==> src/design/abas_pkg.sv <==
// ----------------------------------------------------------------------------
// abas_pkg
// Shared types, codes and defaults for the arena bump allocator with scopes.
// ----------------------------------------------------------------------------
`default_nettype none

package abas_pkg;

  // Default sizing
  localparam int SCOPE_DEPTH_DEF     = 8;
  localparam int TABLE_ENTRIES_DEF   = 16;
  localparam int BYTE_COUNT_BITS_DEF = 32;

  // Operation codes
  localparam logic [2:0] MODE_ALLOC      = 3'd0;
  localparam logic [2:0] MODE_MARK       = 3'd1;
  localparam logic [2:0] MODE_RESET      = 3'd2;
  localparam logic [2:0] MODE_BEGIN      = 3'd3;
  localparam logic [2:0] MODE_END        = 3'd4;
  localparam logic [2:0] MODE_CLEAR      = 3'd5;
  localparam logic [2:0] MODE_READ       = 3'd6;

  // Status codes
  localparam logic [2:0] ST_OK           = 3'd0;
  localparam logic [2:0] ST_CAPACITY     = 3'd1;
  localparam logic [2:0] ST_MARK_AHEAD   = 3'd2;
  localparam logic [2:0] ST_STACK_FULL   = 3'd3;
  localparam logic [2:0] ST_NO_SCOPE     = 3'd4;
  localparam logic [2:0] ST_TABLE_FULL   = 3'd5;

  // Register indexes
  localparam logic [0:0] REG_CAPACITY    = 1'd0;

  typedef struct packed {
    logic [2:0]  mode;
    logic [31:0] request_size;
    logic [15:0] alignment;
    logic [31:0] mark_value;
    logic [7:0]  scope_id;
  } in_t;

  typedef struct packed {
    logic [2:0]  status;
    logic [31:0] offset;
    logic [31:0] used_now;
    logic [31:0] peak_now;
    logic        entry_found;
    logic [31:0] invocations;
    logic [31:0] entry_peak_delta;
    logic [31:0] entry_peak_used;
    logic [31:0] entry_alloc_count;
  } out_t;

  // Controller to datapath
  typedef struct packed {
    logic load;
    logic exec;
    logic div_step;
    logic alloc;
    logic merge;
    logic srch_rd;
    logic srch_next;
    logic take;
    logic tbl_write;
    logic finish;
  } cmd_t;

  // Datapath to controller
  typedef struct packed {
    logic [2:0] mode;
    logic       stack_empty;
    logic       id_zero;
    logic       div_last;
    logic       srch_end;
    logic       srch_hit;
  } sts_t;

endpackage

`default_nettype wire

==> src/design/abas_ctrl.sv <==
// ----------------------------------------------------------------------------
// abas_ctrl
// Sequencer: steps each word through execute and, by mode, divide, merge and table search.
// ----------------------------------------------------------------------------
`default_nettype none

module abas_ctrl (
  input  wire logic           clk,
  input  wire logic           rst_n,
  input  wire logic           start,
  output logic                busy,
  input  wire abas_pkg::sts_t sts,
  output abas_pkg::cmd_t      cmd
);
  import abas_pkg::*;

  localparam logic [2:0] S_IDLE  = 3'd0;
  localparam logic [2:0] S_EXEC  = 3'd1;
  localparam logic [2:0] S_DIV   = 3'd2;
  localparam logic [2:0] S_ALLOC = 3'd3;
  localparam logic [2:0] S_MERGE = 3'd4;
  localparam logic [2:0] S_SRD   = 3'd5;
  localparam logic [2:0] S_SCMP  = 3'd6;
  localparam logic [2:0] S_TWR   = 3'd7;

  logic [2:0] state_r, state_nxt;

  always_ff @(posedge clk) begin
    if (!rst_n) begin
      state_r <= S_IDLE;
    end else begin
      state_r <= state_nxt;
    end
  end

  assign busy = (state_r != S_IDLE);

  // Next state and commands
  always_comb begin
    state_nxt = state_r;
    cmd       = '0;
    unique case (state_r)
      S_IDLE: begin
        if (start) begin
          cmd.load  = 1'b1;
          state_nxt = S_EXEC;
        end
      end
      S_EXEC: begin
        cmd.exec = 1'b1;
        if (sts.mode == MODE_ALLOC) begin
          state_nxt = S_DIV;
        end else if (sts.mode == MODE_END) begin
          if (sts.stack_empty) begin
            cmd.finish = 1'b1;
            state_nxt  = S_IDLE;
          end else begin
            state_nxt = S_MERGE;
          end
        end else if (sts.mode == MODE_READ && !sts.id_zero) begin
          state_nxt = S_SRD;
        end else begin
          cmd.finish = 1'b1;
          state_nxt  = S_IDLE;
        end
      end
      S_DIV: begin
        cmd.div_step = 1'b1;
        if (sts.div_last) begin
          state_nxt = S_ALLOC;
        end
      end
      S_ALLOC: begin
        cmd.alloc  = 1'b1;
        cmd.finish = 1'b1;
        state_nxt  = S_IDLE;
      end
      S_MERGE: begin
        cmd.merge = 1'b1;
        state_nxt = S_SRD;
      end
      S_SRD: begin
        if (sts.srch_end) begin
          if (sts.mode == MODE_READ) begin
            cmd.finish = 1'b1;
            state_nxt  = S_IDLE;
          end else begin
            state_nxt = S_TWR;
          end
        end else begin
          cmd.srch_rd = 1'b1;
          state_nxt   = S_SCMP;
        end
      end
      S_SCMP: begin
        if (sts.srch_hit) begin
          cmd.take = 1'b1;
          if (sts.mode == MODE_READ) begin
            cmd.finish = 1'b1;
            state_nxt  = S_IDLE;
          end else begin
            state_nxt = S_TWR;
          end
        end else begin
          cmd.srch_next = 1'b1;
          state_nxt     = S_SRD;
        end
      end
      S_TWR: begin
        cmd.tbl_write = 1'b1;
        cmd.finish    = 1'b1;
        state_nxt     = S_IDLE;
      end
      default: state_nxt = S_IDLE;
    endcase
  end

endmodule

`default_nettype wire

==> config.mk <==
export PLATFORM = sky130hd
export DESIGN_NAME = abas_ctrl
export DESIGN_NICKNAME = d
export VERILOG_FILES = /design/src/design/abas_pkg.sv /design/src/design/abas_ctrl.sv
export SDC_FILE = /design/constraint.sdc
export NUM_CORES = 1
export LEC_CHECK = 0
export BUFFER_PORTS_ARGS = -buffer_cell sky130_fd_sc_hd__buf_4
export CORE_AREA = 2 2 39 41
export CTS_BUF_LIST = sky130_fd_sc_hd__clkbuf_2
export DETAILED_ROUTE_END_ITERATION = 6
export DIE_AREA = 0 0 41 43
export PLACE_DENSITY_LB_ADDON = 0.05
export SLEW_MARGIN = 20
export SYNTH_ARGS = -nofsm -noshare
export SYNTH_HDL_FRONTEND = slang
export SYNTH_SLANG_ARGS = --single-unit
export TNS_END_PERCENT = 10
==> constraint.sdc <==
create_clock -name clk -period 1.1 [get_ports clk]
set_input_delay 0.165 -clock clk [delete_from_list [all_inputs] [get_ports clk]]
set_output_delay 0.165 -clock clk [all_outputs]
set_load 0.005 [all_outputs]
==> out/qor.csv <==
stage,metric,value,unit
power,power_switching,0.153,mW
sta,finalSetupViolCount,12,
global_routing,antenna_found_initial,0,
sta,hold_viol,0,
sta,drv_slew,0,
floorplan,start_util,0.253,
drt,wl,1.04,mm
clocking,root_buffer,clkbuf_2,
floorplan,core_area,0.00138,mm²
cells_and_area,largest_reg_flops,3,
global_routing,grt_pass1_vias,458,
clocking,cts_sinks,3,
power,pwr-share-seq,0.251,
clocking,cts_buffers,3,
power,netSwitchingFraction,0.308,
drt,dr_total_vias,470,
worst_hold_path,hp-class,primary input to flop,
yosys,synthDistinctLibCells,27,
drt,via_per_inst,4.70,
yosys,synth_cells,47,
power,leakage,0.340,nW
job,cap_violations,0,
cells_and_area,largest_registers,state_r (3),
setup_path,crit_path_start,state_r[0]$_SDFFE_PN0P_,
sta,whs,0.224,ns
setup_path,arrival,1.22,ns
power,power_density,732,mW/mm²
setup_path,r2r_end,state_r[0]$_SDFFE_PN0P_,
placement,dpl.hpwl,860,µm
drt,routedWlPerCell,10.4,µm
sta,skew,0.00244,ns
power,power_frac_comb,0.441,
drt,drtAntennaViolNets,0,
global_routing,grt_pass1_wl,1.70,mm
yosys,synth_seq_area_share,0.171,
run_status,violations,setup timing,
clocking,tritoncts,yes,
setup_path,r2r_cells,4,
cells_and_area,final_nets,96,
clocking,clkTransAtPathRegs,0.04,ns
global_routing,grt_overflow,0,
global_routing,grt_usage,0.138,
floorplan,die_w,41,µm
floorplan,die_h,43,µm
drt,drt_iter0_drc,4,
sta,fmax,0.721,GHz
setup_path,start_kind,flop,
yosys,yosysWarnings,0,
yosys,syn-num-nets,58,
cells_and_area,drive_above_1_share,0.643,
clocking,clk_latency,0.21,ns
cells_and_area,largest-register,state_r,
setup_path,rr_startpoint,state_r[0]$_SDFFE_PN0P_,
setup_path,path_max_fanout,6,
global_routing,grt_start_max_net_pins,11,
floorplan,dieArea,0.00176,mm²
yosys,ys_seq_elements,3,
cells_and_area,layout_commonest_cell,buf_4,
setup_path,crit_end,cmd[9],
sta,fin_crit,1.39,ns
setup_path,critPathCaptureType,output port,
drt,first_pass_iters,3,
sta,setup_slack,-0.288,ns
placement,dpl_worst_slack,-0.105,ns
cells_and_area,diodes,0,
cells_and_area,syn_to_final_growth,93.9,%
cells_and_area,layout_common_cells,"buf_4 (35), clkbuf_2 (4)",
power,clkPwrFrac,0.308,
sta,fin_crit_sh,1.26,
setup_path,crit_chain,buf_6 -> or3_4 -> nor2_4 -> buf_4,
power,vdd_ir_drop_max,0.362,mV
setup_path,slowest_stage,or3_4,
floorplan,row_count,14,
sta,rsz0062_at_grt,yes,
run_status,status,"finished, violations left",
setup_path,critPathKind,flop to output port,
sta,tns,-2.32,ns
setup_path,max_stage_delay,0.39,ns
floorplan,num_io_pins,22,
setup_path,crit_required,0.94,ns
drt,drc,0,
placement,numPortBuffers,21,
power,internal_power,0.344,mW
placement,gp_congestion,0.796,
setup_path,r2r_setup_slack,-0.08,ns
clocking,htreeDepth,1,
clocking,cts_buffer_depth,2,
sta,max-slew-margin-rel,0.857,
cells_and_area,nFillCells,155,
yosys,syn_area_per_cell,7.45,µm²
yosys,syn_area,350,µm²
sta,worst_slew_pin_slew,0.212,ns
-- Yosys cell counts --
library cell  instances  share of area
o21ai_0               3          0.043
o31ai_1               1          0.021
a31oi_1               1          0.018
mux2i_1               1          0.029
or2b_1                1          0.021
nand4bb_1             1          0.032
nand3_1               3          0.043
and3b_2               1          0.029
buf_6                 1          0.032
and3_1                2          0.036
nand3b_1              2          0.043
inv_1                 2          0.021
a21oi_1               3          0.043
nand2_1               2          0.021
nor2b_1               3          0.054
nor2_1                5          0.054
buf_2                 2          0.029
or3_4                 1          0.032
nor3_1                1          0.014
and2b_1               1          0.021
o2111ai_2             1          0.043
a32oi_1               1          0.025
dfxtp_1               3           0.17
nor4b_2               1          0.043
nor3b_1               2          0.043
nand4_1               1          0.018
and3_2                1          0.021
-- power groups by stage --
stage / sequential, mW / combinational (mW) / clock (mW)
final: 0.125 / 0.219 / 0.153
after floorplan: 0.123 / 0.0872 / 0
after global routing: 0.126 / 0.241 / 0.169
after CTS: 0.124 / 0.204 / 0.161
after global placement: 0.125 / 0.201 / 0
after detailed placement: 0.125 / 0.200 / 0
-- critical path, delay by kind of cell (launching register included) --
family / cells / cell delay [ns]
buf+inv: 2 / 0.22
flops: 1 / 0.32
simple gates: 2 / 0.47
-- what timing repair did --
action                     CTS  global route
gates resized for setup      5            10
hold buffers                 0             0
pin swaps                    5             1
setup endpoints to repair   14            14
buffers inserted             0             0
-- cell families (layout without fill, tap and decap cells) --
| group | after synthesis | count (layout) | synth area share |
|---|---|---|---|
| AOI/OAI and AO/OA | 10 | 10 | 0.193 |
| DFF | 3 | 3 | 0.171 |
| and+or+nand+nor | 28 | 28 | 0.525 |
| buffers and inverters | 5 | 42 | 0.0821 |
| muxes | 1 | 1 | 0.0286 |
-- layer usage --
metal | share of wire | track usage
met1 | 0.42 | 0.159
met2 | 0.52 | 0.228
met3 | 0.047 | 0.0157
met4 | 0.016 | 0.0800
met5 | 0 | 0
-- area by class of cell --
cell class	instances	area, µm²	area share
Tap cell	16	20.0	0.0295
Timing Repair Buffer	36	274	0.403
Inverter	2	7.51	0.0110
Multi-Input combinational cell	39	292	0.429
Clock buffer	4	20.0	0.0295
Sequential cell	3	66.3	0.0976
-- per-stage QoR --
stage | utilization | instance area, µm² | cells | power [mW]
floorplan | - | 350 | 47 | 0.210
global placement | 0.448 | 619 | 96 | 0.326
detailed placement | 0.448 | 619 | 96 | 0.325
CTS | 0.470 | 651 | 100 | 0.489
global route | 0.491 | 679 | 100 | 0.536
finish | 0.491 | 679 | 100 | 0.497
-- worst min path at each step --
stage	startpoint	endpoint	slack, ns	depth (start not counted)
floorplan	rst_n	state_r[1]$_SDFFE_PN0P_	0.29	2
global placement	rst_n	state_r[1]$_SDFFE_PN0P_	0.45	3
detailed placement	rst_n	state_r[1]$_SDFFE_PN0P_	0.44	3
CTS	rst_n	state_r[1]$_SDFFE_PN0P_	0.22	3
global route	rst_n	state_r[1]$_SDFFE_PN0P_	0.22	3
finish	rst_n	state_r[1]$_SDFFE_PN0P_	0.22	3
(Power assumes the default switching activity.)
